<file path="config.mk">
export PLATFORM = sky130hd
export DESIGN_NAME = efield_central_difference
export DESIGN_NICKNAME = d
export VERILOG_FILES = /design/src/rtl/core/ecd_pkg.sv /design/src/rtl/core/ecd_scale.sv /design/src/rtl/core/efield_central_difference.sv
export SDC_FILE = /design/constraint.sdc
export NUM_CORES = 2
export LEC_CHECK = 0
export BUFFER_PORTS_ARGS = -buffer_cell sky130_fd_sc_hd__buf_2
export CAP_MARGIN = 20
export CORE_ASPECT_RATIO = 1.1
export CORE_MARGIN = 3
export CORE_UTILIZATION = 25
export DETAILED_ROUTE_END_ITERATION = 8
export RECOVER_POWER = 25
export SYNTH_ARGS = -nofsm -noshare
export SYNTH_HDL_FRONTEND = slang
export SYNTH_SLANG_ARGS = --single-unit
</file>
<file path="constraint.sdc">
create_clock -name i_clk -period 24.6 [get_ports i_clk]
set_input_delay 2.46 -clock i_clk [delete_from_list [all_inputs] [get_ports i_clk]]
set_output_delay 2.46 -clock i_clk [all_outputs]
set_load 0.02 [all_outputs]
</file>
<file path="src/rtl/core/ecd_pkg.sv">
// Shared types, constants and helpers for the 1D central-difference field block.
package ecd_pkg;

    // Fixed field widths of the streaming interface and the scaling datapath.
    localparam int unsigned DATA_W = 32;
    localparam int unsigned NODE_W = 13;
    localparam int unsigned MAG_W  = DATA_W + 1;
    localparam int unsigned INV_W  = 32;
    localparam int unsigned HALF_W = INV_W / 2;
    localparam int unsigned PROD_W = MAG_W + HALF_W;
    localparam int unsigned SUM_W  = PROD_W + 1;

    // Largest supported grid; the cell count is clamped to it where it is used.
    localparam int unsigned MAX_CELLS = 4096;
    localparam logic [NODE_W-1:0] MIN_CELLS = 13'd2;

    // Register reset values.
    localparam logic [NODE_W-1:0] CELL_COUNT_RST = 13'd2;
    localparam logic [INV_W-1:0]  INV_CELL_RST   = 32'd65536;

    // Boundary mode codes.
    localparam logic [1:0] LEFT_FIXED    = 2'd0;
    localparam logic [1:0] LEFT_PERIODIC = 2'd1;
    localparam logic       RIGHT_FIXED   = 1'b0;

    // Register map, indexed by word address.
    typedef enum logic [1:0] {
        REG_CELL_COUNT = 2'd0,
        REG_INV_CELL   = 2'd1,
        REG_LEFT_MODE  = 2'd2,
        REG_RIGHT_MODE = 2'd3
    } t_reg_idx;

    // One pending field computation: difference magnitude and sign, scale and tags.
    typedef struct packed {
        logic [MAG_W-1:0]  mag;
        logic              neg;
        logic              half;
        logic [NODE_W-1:0] node;
        logic              last;
    } t_entry;

    // Builds an entry from the difference a - b, taken exactly in 33 bits.
    function automatic t_entry make_entry(
        input logic [DATA_W-1:0] a,
        input logic [DATA_W-1:0] b,
        input logic              half,
        input logic [NODE_W-1:0] node,
        input logic              last
    );
        logic [MAG_W-1:0] diff;
        t_entry           e;
        diff   = {a[DATA_W-1], a} - {b[DATA_W-1], b};
        e.neg  = diff[MAG_W-1];
        e.mag  = diff[MAG_W-1] ? (~diff + MAG_W'(1)) : diff;
        e.half = half;
        e.node = node;
        e.last = last;
        return e;
    endfunction

endpackage

</file>
<file path="src/rtl/core/ecd_scale.sv">
// Scaling unit: multiplies a difference by the inverse cell size, then truncates and saturates.
module ecd_scale (
    input  logic                                i_clk,
    input  logic                                i_rst_n,
    input  logic                                i_valid,
    output logic                                o_ready,
    input  ecd_pkg::t_entry                     i_entry,
    input  logic [ecd_pkg::INV_W-1:0]           i_inv,
    output logic                                o_valid,
    input  logic                                i_ready,
    output logic signed [ecd_pkg::DATA_W-1:0]   o_field,
    output logic [ecd_pkg::NODE_W-1:0]          o_node,
    output logic                                o_last
);

    logic                              r_b_valid;
    logic [ecd_pkg::PROD_W-1:0]        r_p_hi;
    logic [ecd_pkg::PROD_W-1:0]        r_p_lo;
    logic                              r_b_neg;
    logic                              r_b_half;
    logic [ecd_pkg::NODE_W-1:0]        r_b_node;
    logic                              r_b_last;

    logic                              r_c_valid;
    logic [ecd_pkg::DATA_W-1:0]        r_field;
    logic [ecd_pkg::NODE_W-1:0]        r_node;
    logic                              r_last;

    logic                              c_load;
    logic                              b_load;
    logic [ecd_pkg::SUM_W-1:0]         sum;
    logic [ecd_pkg::SUM_W-1:0]         quot;
    logic [ecd_pkg::DATA_W-1:0]        n_field;

    // Each stage advances when the one after it is empty or moving.
    assign c_load  = !r_c_valid || i_ready;
    assign b_load  = !r_b_valid || c_load;
    assign o_ready = b_load;

    // Product stage: two 33x16 partial products against the upper and lower halves.
    always_ff @(posedge i_clk) begin
        if (!i_rst_n) begin
            r_b_valid <= 1'b0;
        end else if (b_load) begin
            r_b_valid <= i_valid;
        end
    end

    always_ff @(posedge i_clk) begin
        if (b_load && i_valid) begin
            r_p_hi   <= ecd_pkg::PROD_W'(i_entry.mag)
                        * ecd_pkg::PROD_W'(i_inv[ecd_pkg::INV_W-1:ecd_pkg::HALF_W]);
            r_p_lo   <= ecd_pkg::PROD_W'(i_entry.mag)
                        * ecd_pkg::PROD_W'(i_inv[ecd_pkg::HALF_W-1:0]);
            r_b_neg  <= i_entry.neg;
            r_b_half <= i_entry.half;
            r_b_node <= i_entry.node;
            r_b_last <= i_entry.last;
        end
    end

    // Recombine the partial products, apply the extra halving and saturate.
    always_comb begin
        sum  = ecd_pkg::SUM_W'(r_p_hi) + ecd_pkg::SUM_W'(r_p_lo >> ecd_pkg::HALF_W);
        quot = r_b_half ? (sum >> 1) : sum;
        if (r_b_neg) begin
            if (quot > ecd_pkg::SUM_W'(32'h8000_0000)) begin
                n_field = 32'h8000_0000;
            end else begin
                n_field = ~quot[ecd_pkg::DATA_W-1:0] + 32'd1;
            end
        end else begin
            if (quot > ecd_pkg::SUM_W'(32'h7FFF_FFFF)) begin
                n_field = 32'h7FFF_FFFF;
            end else begin
                n_field = quot[ecd_pkg::DATA_W-1:0];
            end
        end
    end

    // Output register.
    always_ff @(posedge i_clk) begin
        if (!i_rst_n) begin
            r_c_valid <= 1'b0;
        end else if (c_load) begin
            r_c_valid <= r_b_valid;
        end
    end

    always_ff @(posedge i_clk) begin
        if (c_load && r_b_valid) begin
            r_field <= n_field;
            r_node  <= r_b_node;
            r_last  <= r_b_last;
        end
    end

    assign o_valid = r_c_valid;
    assign o_field = r_field;
    assign o_node  = r_node;
    assign o_last  = r_last;

endmodule

</file>
<file path="src/rtl/core/efield_central_difference.sv">
// Top level of the streaming 1D central-difference electric field block.

// The block takes one potential sample per cycle in node order, 0 to cell_count,
// unless held off, and returns field values tagged with their node; a result passes
// the entry, product and output registers after the sample that completes it.
// Interior samples produce one result each; the stream runs at one sample per clock
// while the result channel accepts. The final node of a pass produces up to three
// results (central field, periodic wrap at node 0, right boundary); as the one scaling
// unit issues a single result per cycle, the input is held off there. Configuration
// must be written through the APB port while the stream is idle; nothing enforces it.
module efield_central_difference (
    input  logic                                i_clk,
    input  logic                                i_rst_n,
    // Input sample channel
    input  logic                                i_valid,
    output logic                                o_ready,
    input  logic signed [ecd_pkg::DATA_W-1:0]   i_potential,
    // Result channel
    output logic                                o_valid,
    input  logic                                i_ready,
    output logic signed [ecd_pkg::DATA_W-1:0]   o_field,
    output logic [ecd_pkg::NODE_W-1:0]          o_node,
    output logic                                o_last,
    // Configuration port
    input  logic                                psel,
    input  logic                                penable,
    input  logic                                pwrite,
    input  logic [3:0]                          paddr,
    input  logic [31:0]                         pwdata,
    output logic [31:0]                         prdata,
    output logic                                pready
);

    // Configuration registers
    logic [ecd_pkg::NODE_W-1:0]   r_cell_count;
    logic [ecd_pkg::INV_W-1:0]    r_inv_cell;
    logic [1:0]                   r_left_mode;
    logic                         r_right_mode;

    // Grid walk state
    logic [ecd_pkg::NODE_W-1:0]   r_node_cnt;
    logic [ecd_pkg::DATA_W-1:0]   r_prev;
    logic [ecd_pkg::DATA_W-1:0]   r_earlier;
    logic [ecd_pkg::DATA_W-1:0]   r_second;

    // Entry stage and the queue of extra results of the final node
    logic                         r_a_valid;
    ecd_pkg::t_entry              r_a_entry;
    ecd_pkg::t_entry              r_pend [2];
    logic [1:0]                   r_pend_cnt;

    logic                         cfg_wr;
    ecd_pkg::t_reg_idx            cfg_idx;
    logic [ecd_pkg::NODE_W-1:0]   cells;
    logic                         at_final;
    logic                         a_load;
    logic                         accept;
    logic                         scale_ready;
    logic                         n_first_vld;
    ecd_pkg::t_entry              n_first;
    ecd_pkg::t_entry              n_extra0;
    ecd_pkg::t_entry              n_extra1;
    logic [1:0]                   n_extra_cnt;
    ecd_pkg::t_entry              wrap_e;
    ecd_pkg::t_entry              copy_e;
    ecd_pkg::t_entry              right_e;

    // Register file: writes complete in the access phase, reads are immediate.
    assign pready  = 1'b1;
    assign cfg_wr  = psel && penable && pwrite && pready;
    assign cfg_idx = ecd_pkg::t_reg_idx'(paddr[3:2]);

    always_ff @(posedge i_clk) begin
        if (!i_rst_n) begin
            r_cell_count <= ecd_pkg::CELL_COUNT_RST;
            r_inv_cell   <= ecd_pkg::INV_CELL_RST;
            r_left_mode  <= ecd_pkg::LEFT_FIXED;
            r_right_mode <= ecd_pkg::RIGHT_FIXED;
        end else if (cfg_wr) begin
            unique case (cfg_idx)
                ecd_pkg::REG_CELL_COUNT: r_cell_count <= pwdata[ecd_pkg::NODE_W-1:0];
                ecd_pkg::REG_INV_CELL:   r_inv_cell   <= pwdata;
                ecd_pkg::REG_LEFT_MODE:  r_left_mode  <= pwdata[1:0];
                ecd_pkg::REG_RIGHT_MODE: r_right_mode <= pwdata[0];
                default: ;
            endcase
        end
    end

    always_comb begin
        unique case (cfg_idx)
            ecd_pkg::REG_CELL_COUNT: prdata = 32'(r_cell_count);
            ecd_pkg::REG_INV_CELL:   prdata = r_inv_cell;
            ecd_pkg::REG_LEFT_MODE:  prdata = 32'(r_left_mode);
            ecd_pkg::REG_RIGHT_MODE: prdata = 32'(r_right_mode);
            default:                 prdata = 32'd0;
        endcase
    end

    // Cell count clamped to the supported range.
    always_comb begin
        if (r_cell_count < ecd_pkg::MIN_CELLS) begin
            cells = ecd_pkg::MIN_CELLS;
        end else if (r_cell_count > ecd_pkg::NODE_W'(ecd_pkg::MAX_CELLS)) begin
            cells = ecd_pkg::NODE_W'(ecd_pkg::MAX_CELLS);
        end else begin
            cells = r_cell_count;
        end
    end

    assign at_final = (r_node_cnt >= cells);

    // Handshake: the entry stage takes a new sample only when no extras are queued.
    assign a_load  = !r_a_valid || scale_ready;
    assign o_ready = a_load && (r_pend_cnt == 2'd0);
    assign accept  = i_valid && o_ready;

    // Work out the results that the arriving sample completes.
    always_comb begin
        wrap_e  = ecd_pkg::make_entry(r_prev, r_second, 1'b1, '0, 1'b0);
        copy_e  = ecd_pkg::make_entry(r_prev, r_second, 1'b1, cells, 1'b1);
        right_e = ecd_pkg::make_entry(r_prev, i_potential, 1'b0, cells, 1'b1);

        n_first_vld = 1'b0;
        n_first     = ecd_pkg::make_entry(r_earlier, i_potential, 1'b1,
                                          r_node_cnt - ecd_pkg::NODE_W'(1), 1'b0);
        n_extra0    = wrap_e;
        n_extra1    = right_e;
        n_extra_cnt = 2'd0;

        priority if (r_node_cnt == '0) begin
            n_first_vld = 1'b0;
        end else if (r_node_cnt == ecd_pkg::NODE_W'(1)) begin
            // Left boundary: first-order difference only in fixed mode.
            n_first_vld = (r_left_mode == ecd_pkg::LEFT_FIXED);
            n_first     = ecd_pkg::make_entry(r_prev, i_potential, 1'b0, '0, 1'b0);
        end else if (!at_final) begin
            n_first_vld = 1'b1;
        end else begin
            // Final node: central field first, then the wrap and right boundary results the modes call for.
            n_first_vld = 1'b1;
            n_first.node = cells - ecd_pkg::NODE_W'(1);
            if (r_left_mode == ecd_pkg::LEFT_PERIODIC) begin
                n_extra_cnt = 2'd2;
                n_extra0    = wrap_e;
                n_extra1    = (r_right_mode == ecd_pkg::RIGHT_FIXED) ? right_e : copy_e;
            end else if (r_right_mode == ecd_pkg::RIGHT_FIXED) begin
                n_extra_cnt = 2'd1;
                n_extra0    = right_e;
            end else begin
                n_first.last = 1'b1;
            end
        end
    end

    // Grid walk: three-sample window and the node counter.
    always_ff @(posedge i_clk) begin
        if (!i_rst_n) begin
            r_node_cnt <= '0;
            r_prev     <= '0;
            r_earlier  <= '0;
            r_second   <= '0;
        end else if (accept) begin
            r_node_cnt <= at_final ? '0 : r_node_cnt + ecd_pkg::NODE_W'(1);
            r_earlier  <= r_prev;
            r_prev     <= i_potential;
            if (r_node_cnt == ecd_pkg::NODE_W'(1)) begin
                r_second <= i_potential;
            end
        end
    end

    // Entry stage control: queued extras go first, then the next sample's result.
    always_ff @(posedge i_clk) begin
        if (!i_rst_n) begin
            r_a_valid  <= 1'b0;
            r_pend_cnt <= 2'd0;
        end else if (a_load) begin
            if (r_pend_cnt != 2'd0) begin
                r_a_valid  <= 1'b1;
                r_pend_cnt <= r_pend_cnt - 2'd1;
            end else if (accept) begin
                r_a_valid  <= n_first_vld;
                r_pend_cnt <= n_extra_cnt;
            end else begin
                r_a_valid  <= 1'b0;
            end
        end
    end

    always_ff @(posedge i_clk) begin
        if (a_load) begin
            if (r_pend_cnt != 2'd0) begin
                r_a_entry <= r_pend[0];
                r_pend[0] <= r_pend[1];
            end else if (accept) begin
                r_a_entry <= n_first;
                r_pend[0] <= n_extra0;
                r_pend[1] <= n_extra1;
            end
        end
    end

    // Multiply, truncate and saturate, ending in the output register.
    ecd_scale u_scale (
        .i_clk   (i_clk),
        .i_rst_n (i_rst_n),
        .i_valid (r_a_valid),
        .o_ready (scale_ready),
        .i_entry (r_a_entry),
        .i_inv   (r_inv_cell),
        .o_valid (o_valid),
        .i_ready (i_ready),
        .o_field (o_field),
        .o_node  (o_node),
        .o_last  (o_last)
    );

    // The extras queue holds at most the two trailing results of a final node.
    a_pend_bound: assert property (@(posedge i_clk) disable iff (!i_rst_n)
        r_pend_cnt <= 2'd2)
        else $error("extras queue overfilled");

    // No sample transfer while extras are still queued.
    a_hold_input: assert property (@(posedge i_clk) disable iff (!i_rst_n)
        (r_pend_cnt != 2'd0) |-> !o_ready)
        else $error("sample taken while extras pending");

    // The node counter never runs past the largest grid.
    a_node_bound: assert property (@(posedge i_clk) disable iff (!i_rst_n)
        r_node_cnt <= ecd_pkg::NODE_W'(ecd_pkg::MAX_CELLS))
        else $error("node counter out of range");

    // A transfer at the final node restarts the pass.
    a_pass_wrap: assert property (@(posedge i_clk) disable iff (!i_rst_n)
        (accept && at_final) |=> (r_node_cnt == '0))
        else $error("pass did not restart after final node");

endmodule
</file>
Yosys cells after proc, flatten, opt, wreduce, memory -nomap -nowiden --
Memories as Yosys holds them, arrays and structs flattened. Cells that the tools add are included.
Word-level totals: memories 1, register bits after elaboration 371, memory bits (writable) 98, word-level logic and storage cells 128
Operators by class: $lt $le $gt $ge 5, equal/unequal tests 5, $add $sub $neg 12, multiply operators 2, multiplexer cells 48, reduce and logical (&&, ||, !) cells 24, bitwise gates (word level) 5
Memories:
- r_pend | words 2, bits a word 49, rd ports 2, clocked after memory_dff 0, write ports 2, RTL line efield_central_difference.sv:49 | ecd_pkg::t_entry r_pend [2];
Operators by type and width (count):
- 49-bit 2-to-1 mux | 14
- 32-bit one-hot mux with 4 select lines | 1
- 33-bit by 1-bit adder with 33-bit output (second input constant) | 3
- 33-bit 2-to-1 mux | 3
- 33-bit inverter | 3
- 32-bit by 32-bit subtractor with 33-bit output | 3
- 33-bit by 16-bit multiplier with 49-bit output | 2
- 32-bit 2-to-1 mux | 3
- 49-bit by 33-bit adder with 50-bit output | 1
- 50-bit by 31-bit > comparator with 1-bit output (second input constant) | 1
- 50-bit by 32-bit > comparator with 1-bit output (second input constant) | 1
- 50-bit 2-to-1 mux | 1
- 13-bit 2-to-1 mux | 3
- 35-bit 2-to-1 mux | 1
- 32-bit by 1-bit adder with 32-bit output (second input constant) | 1
- 32-bit inverter | 1
- 14-bit 2-to-1 mux | 2
- 13-bit by 1-bit subtractor with 13-bit output (second input constant) | 2
- 1-bit 2-to-1 mux | 14
- 13-bit by 1-bit adder with 13-bit output (second input constant) | 1
- 13-bit by 1-bit == test with 1-bit output (second input constant) | 1
- 13-bit greater-or-equal comparator | 1
- 13-bit > comparator (second input constant) | 1
- 13-bit logical NOT | 1
- other kinds (12) | 36

Longest topological paths before layout --
word-level depth 11, mapped depth 28, gate-level depth less buffers 26

Modules after synthesis --
A second synthesis with hierarchy kept.
Second synthesis, totals: cells, all modules 7379, area, all modules 63757.4 um^2
By module, submodules not included:
- ecd_scale | area each 41108.2 um^2, cells an instance 4545, seq. area each 4364.2 um^2, times used 1
- efield_central_difference | area each 22649.2 um^2, cells an instance 2834, seq. area each 7587.3 um^2, times used 1

Worst setup path before layout --
Ideal clock, no wire load.
kind input to register, from input port i_ready, to register u_scale.r_b_half, enable pin, arrival time 9.639 ns, stages on the path 2, path buffers 0, slack 14.257 ns, cell sequence nor2b_1 -> a21boi_0
On the way: cells in the longest elaborated chain, start to end 3
Ends and longest elaborated chain:
- start: declaration | RTL line efield_central_difference.sv:20 | input logic i_ready,
- 1-bit logical OR | RTL line ecd_scale.sv:36 | assign c_load = !r_c_valid || i_ready;
- 1-bit logical OR | RTL line ecd_scale.sv:37 | assign b_load = !r_b_valid || c_load;
- 1-bit logical AND | RTL line ecd_scale.sv:50 | if (b_load && i_valid) begin
- end signal: assignment | RTL line ecd_scale.sv:56 | r_b_half <= i_entry.half;
- end: declaration | RTL line ecd_scale.sv:20 | logic r_b_half;
Every way passes these cells. A chain may end at the register's enable or synchronous reset.

Worst setup path in the final report --
from register r_a_entry[16] (netlist bit), to register u_scale.r_p_lo[47] (netlist bit), data pin
On the way: cells in the longest elaborated chain, start to end 1
Ends and longest elaborated chain:
- start: declaration | RTL line efield_central_difference.sv:48 | ecd_pkg::t_entry r_a_entry;
- start signal: assignment | RTL line efield_central_difference.sv:194 | r_a_entry <= r_pend[0];
- start signal: assignment | RTL line efield_central_difference.sv:197 | r_a_entry <= n_first;
- 33-bit by 16-bit multiplier with 49-bit output | RTL line ecd_scale.sv:54 | * ecd_pkg::PROD_W'(i_inv[ecd_pkg::HALF_W-1:0]);
- end signal: assignment | RTL line ecd_scale.sv:53 | r_p_lo <= ecd_pkg::PROD_W'(i_entry.mag)
- end: declaration | RTL line ecd_scale.sv:18 | logic [ecd_pkg::PROD_W-1:0] r_p_lo;
Every way passes these cells.

==> results.py <==
metrics = {
    "run_status": {
        "status": "complete, but fails checks",
        "violations": "capacitance limit, slew limit",
    },
    "cts": {
        "ctsResizeCount": 0,
        "cts_tree": "yes",
        "htreeDepth": 2,
        "clk_pin_slew_ns": 0.06,
        "cts_made_buffers": 54,
        "worstSkewPairLatency_ns": 0.69,
        "cts_hold_buffers": 0,
        "cts_root_buf": "clkbuf_16",
        "cts_setup_buffers": 0,
        "cts_buffer_depth": 3,
        "cts_sinks": 452,
    },
    "sta": {
        "setup_tns_ns": 0,
        "fin_crit_sh_pct": 35.30,
        "setup_ws_ns": 15.92,
        "worst_slew_pin_slew_ns": 3.365,
        "fmax_mhz": 115.2,
        "setup_viol": 0,
        "whs_ns": 0.4125,
        "skew_ns": 0.03585,
        "rsz0062_at_grt": "no",
        "drv_slew": 312,
        "hold_viol": 0,
        "slew_headroom_pct": -124.3,
        "period_needed_ns": 8.684,
    },
    "route": {
        "drt-initial-drc-count": 3081,
        "antenna_left": 0,
        "route.detailed.drc": 0,
        "via_per_inst": 4.796,
        "vias": 50365,
        "wl_per_cell_um": 17.46,
        "wl_um": 183400,
        "dr.pass1.iters": 6,
    },
    "floorplanning": {
        "die_h_um": 532.5,
        "dieArea_um2": 258100,
        "start_util_pct": 25.22,
        "core_um2": 249800,
        "ios": 156,
        "rows": 192,
        "die_w_um": 484.7,
    },
    "setup_path": {
        "r2r_slack_ns": 15.92,
        "critical_path.max_stage_delay_ns": 1.32,
        "startpoint_type": "flop",
        "worstPathArrival_ns": 9.12,
        "cp_max_fo": 31,
        "cp-startpoint": "r_a_entry[16]$_DFFE_PP_",
        "ff2ff_path_depth": 24,
        "crit_chain": "clkbuf_1, nand2_1, fa_1, fa_1, inv_1, fa_1, fa_1, fa_1, inv_1, fa_1, inv_1, ha_1, nand4_1, a21oi_1, nand4_1, nand2_1, o211ai_1, a211oi_1, o211ai_1, nand2_1, a41oi_1, o21ai_0, a21oi_1, xnor2_1",
        "path_buf_inv": 4,
        "worst-setup-path-type": "flop to flop",
        "timing.rr.start": "r_a_entry[16]$_DFFE_PP_",
        "crit_slowest_cell": "clkbuf_1",
        "crit_top_cell": "fa_1",
        "crit_path_end_kind": "flop",
        "r2r-end": "u_scale.r_p_lo[47]$_DFFE_PP_",
        "cpLargestDelayFamily": "adder cells",
        "cp.required_ns": 25.04,
    },
    "placement": {
        "dpl.hpwl_um": 137000,
        "io_buffers": 152,
        "dpl-instance-area_um2": 67140,
        "place_ws_ns": 16.79,
        "routabilityCongestion": 0.9010,
    },
    "cells_and_area": {
        "fin_area_um2": 68950,
        "fill_cells": 26567,
        "drive_above_1_share_pct": 6.069,
        "synthToLayoutAreaGrowth_pct": 9.429,
        "nets": 8487,
    },
    "yosys": {
        "async_flop_share_pct": 0,
        "yosysUniqueCellTypes": 104,
        "ys_seq_area_share_pct": 18.97,
        "synth-main-ff-cell": "edfxtp_1",
        "syn_avg_cell_area_um2": 8.684,
        "synth_most_common_cell": "nand2_1",
        "netlist_top_cells_count": "nand2_1 (1,208), inv_1 (1,082), fa_1 (867)",
        "synth_area_leaders": "fa_1 (28%), edfxtp_1 (14%), ha_1 (7.7%), nand2_1 (7.2%), inv_1 (6.4%)",
        "yosysWarnings": 0,
        "syn_area_um2": 63010,
        "syn_nets": 8587,
        "synth_cells": 7255,
        "yosysTopAreaCell": "fa_1",
        "synth-seq-cells": 452,
        "synth_edf_count": 290,
        "synth_top_area_share_pct": 27.55,
    },
    "grt": {
        "grt.overflow.total": 0,
        "grt_usage_pct": 14.12,
        "antenna_found_initial": 18,
        "grt_max_degree": 91,
        "grt_pass1_wl_um": 294700,
        "grt_pass1_vias": 52613,
    },
    "worst_hold_path": {
        "hold_depth": 0,
        "holdCritPathClass": "flop to flop",
        "holdPathEnd": "u_scale.r_b_neg$_DFFE_PP_",
        "hp-start": "r_a_entry[15]$_DFFE_PP_",
    },
    "power_and_ir_drop": {
        "max-vdd-ir-drop_mv": 0.05936,
        "power-per-cell-area_nw_per_um2": 42.83,
        "p_leak_nw": 30.41,
    },
    "job": {
        "cap_violations": 6,
    },
}
-- per-stage QoR --
stage,utilization [%],instances,power (mW)
final,27.60,10502,2.953
after global routing,27.59,10499,3.137
after CTS,27.61,10498,2.966
after detailed placement,26.87,10397,2.113
after global placement,26.87,10395,2.088
after floorplan,-,7255,1.755
-- placed cells by master, fill, tap and decap left out, types with 83 or more instances in the layout --
| cell | instances |
|---|---|
| nor3_1 | 83 |
| dfxtp_1 | 148 |
| a21o_1 | 128 |
| o21ai_0 | 202 |
| and2_1 | 477 |
| edfxtp_1 | 290 |
| xnor2_1 | 192 |
| ha_1 | 390 |
| xor2_1 | 87 |
| nor2_1 | 322 |
| a21boi_0 | 157 |
| buf_4 | 86 |
| fa_1 | 867 |
| nand2_1 | 1207 |
| buf_2 | 150 |
| inv_1 | 1081 |
| a21oi_1 | 281 |
-- worst reg2reg max path, stage by stage (launching register included) --
cell and delay, ns:
edfxtp_1 0.32, clkbuf_1 1.32, nand2_1 0.28, fa_1 0.59
fa_1 0.54, inv_1 0.06, fa_1 0.51, fa_1 0.54
fa_1 0.57, inv_1 0.06, fa_1 0.54, inv_1 0.05
ha_1 0.30, nand4_1 0.10, a21oi_1 0.22, nand4_1 0.12
nand2_1 0.24, o211ai_1 0.17, a211oi_1 0.41, o211ai_1 0.16
nand2_1 0.16, a41oi_1 0.31, o21ai_0 0.39, a21oi_1 0.14
xnor2_1 0.35
-- registers in the layout (all words and copies together), names as in the netlist, 2 cells and up --
name	flops
r_a_entry	49
r_cell_count	13
r_earlier	32
r_inv_cell	32
r_left_mode	2
r_node_cnt	13
r_pend	97
r_pend_cnt	2
r_prev	32
r_second	32
u_scale.o_field	32
u_scale.o_node	13
u_scale.r_b_node	13
u_scale.r_p_hi	49
u_scale.r_p_lo	33
-- layer usage --
metal	global-route usage, %	vias to the layer above	wire [µm]
met3	2.503	299	13130
met5	0	-	50
met4	3.780	8	5051
li1	-	23248	-
met2	23.86	1746	86320
met1	18.48	25064	78830
-- cell families after synthesis --
kind of cell             share of synthesized area [%]
AO/OA/AOI/OAI                                    13.05
XOR/XNOR                                         3.904
adder cells (fa/ha/maj)                          35.29
buffers and inverters                            8.895
flip-flops                                       18.97
multiplexers                                     1.100
other                                         0.005952
AND/OR/NAND/NOR                                  18.78
-- how the worst max path moves through the flow --
| stage | slack [ns] | end | cells after the start |
|---|---|---|---|
| after floorplan | 14.26 | u_scale.r_b_half$_DFFE_PP_ | 2 |
| after global placement | 16.85 | u_scale.r_p_hi[48]$_DFFE_PP_ | 25 |
| after detailed placement | 16.79 | u_scale.r_p_lo[47]$_DFFE_PP_ | 23 |
| final | 15.92 | u_scale.r_p_lo[47]$_DFFE_PP_ | 24 |
| after global routing | 15.32 | u_scale.r_p_lo[47]$_DFFE_PP_ | 24 |
| after CTS | 16.72 | u_scale.r_p_lo[47]$_DFFE_PP_ | 23 |
-- power breakdown --
group | internal [mW] | switching, mW | leakage [nW]
Clock | 0.474 | 0.363 | 0.886
Sequential | 0.905 | 0.0311 | 4.06
Combinational | 0.385 | 0.795 | 25.5
-- cell type report --
cell class	count	area [µm²]	share of cell area (%)
multi-input combinational	5318	45500	66.00
clock inverter	32	357.8	0.5190
antenna	4	10.01	0.01452
inverter	1083	4068	5.900
sequential	452	11970	17.36
clock buffer	69	1476	2.141
tap	3298	4126	5.985
timing repair buffer	246	1434	2.080
No activity file was read; power rests on OpenSTA's default activity.
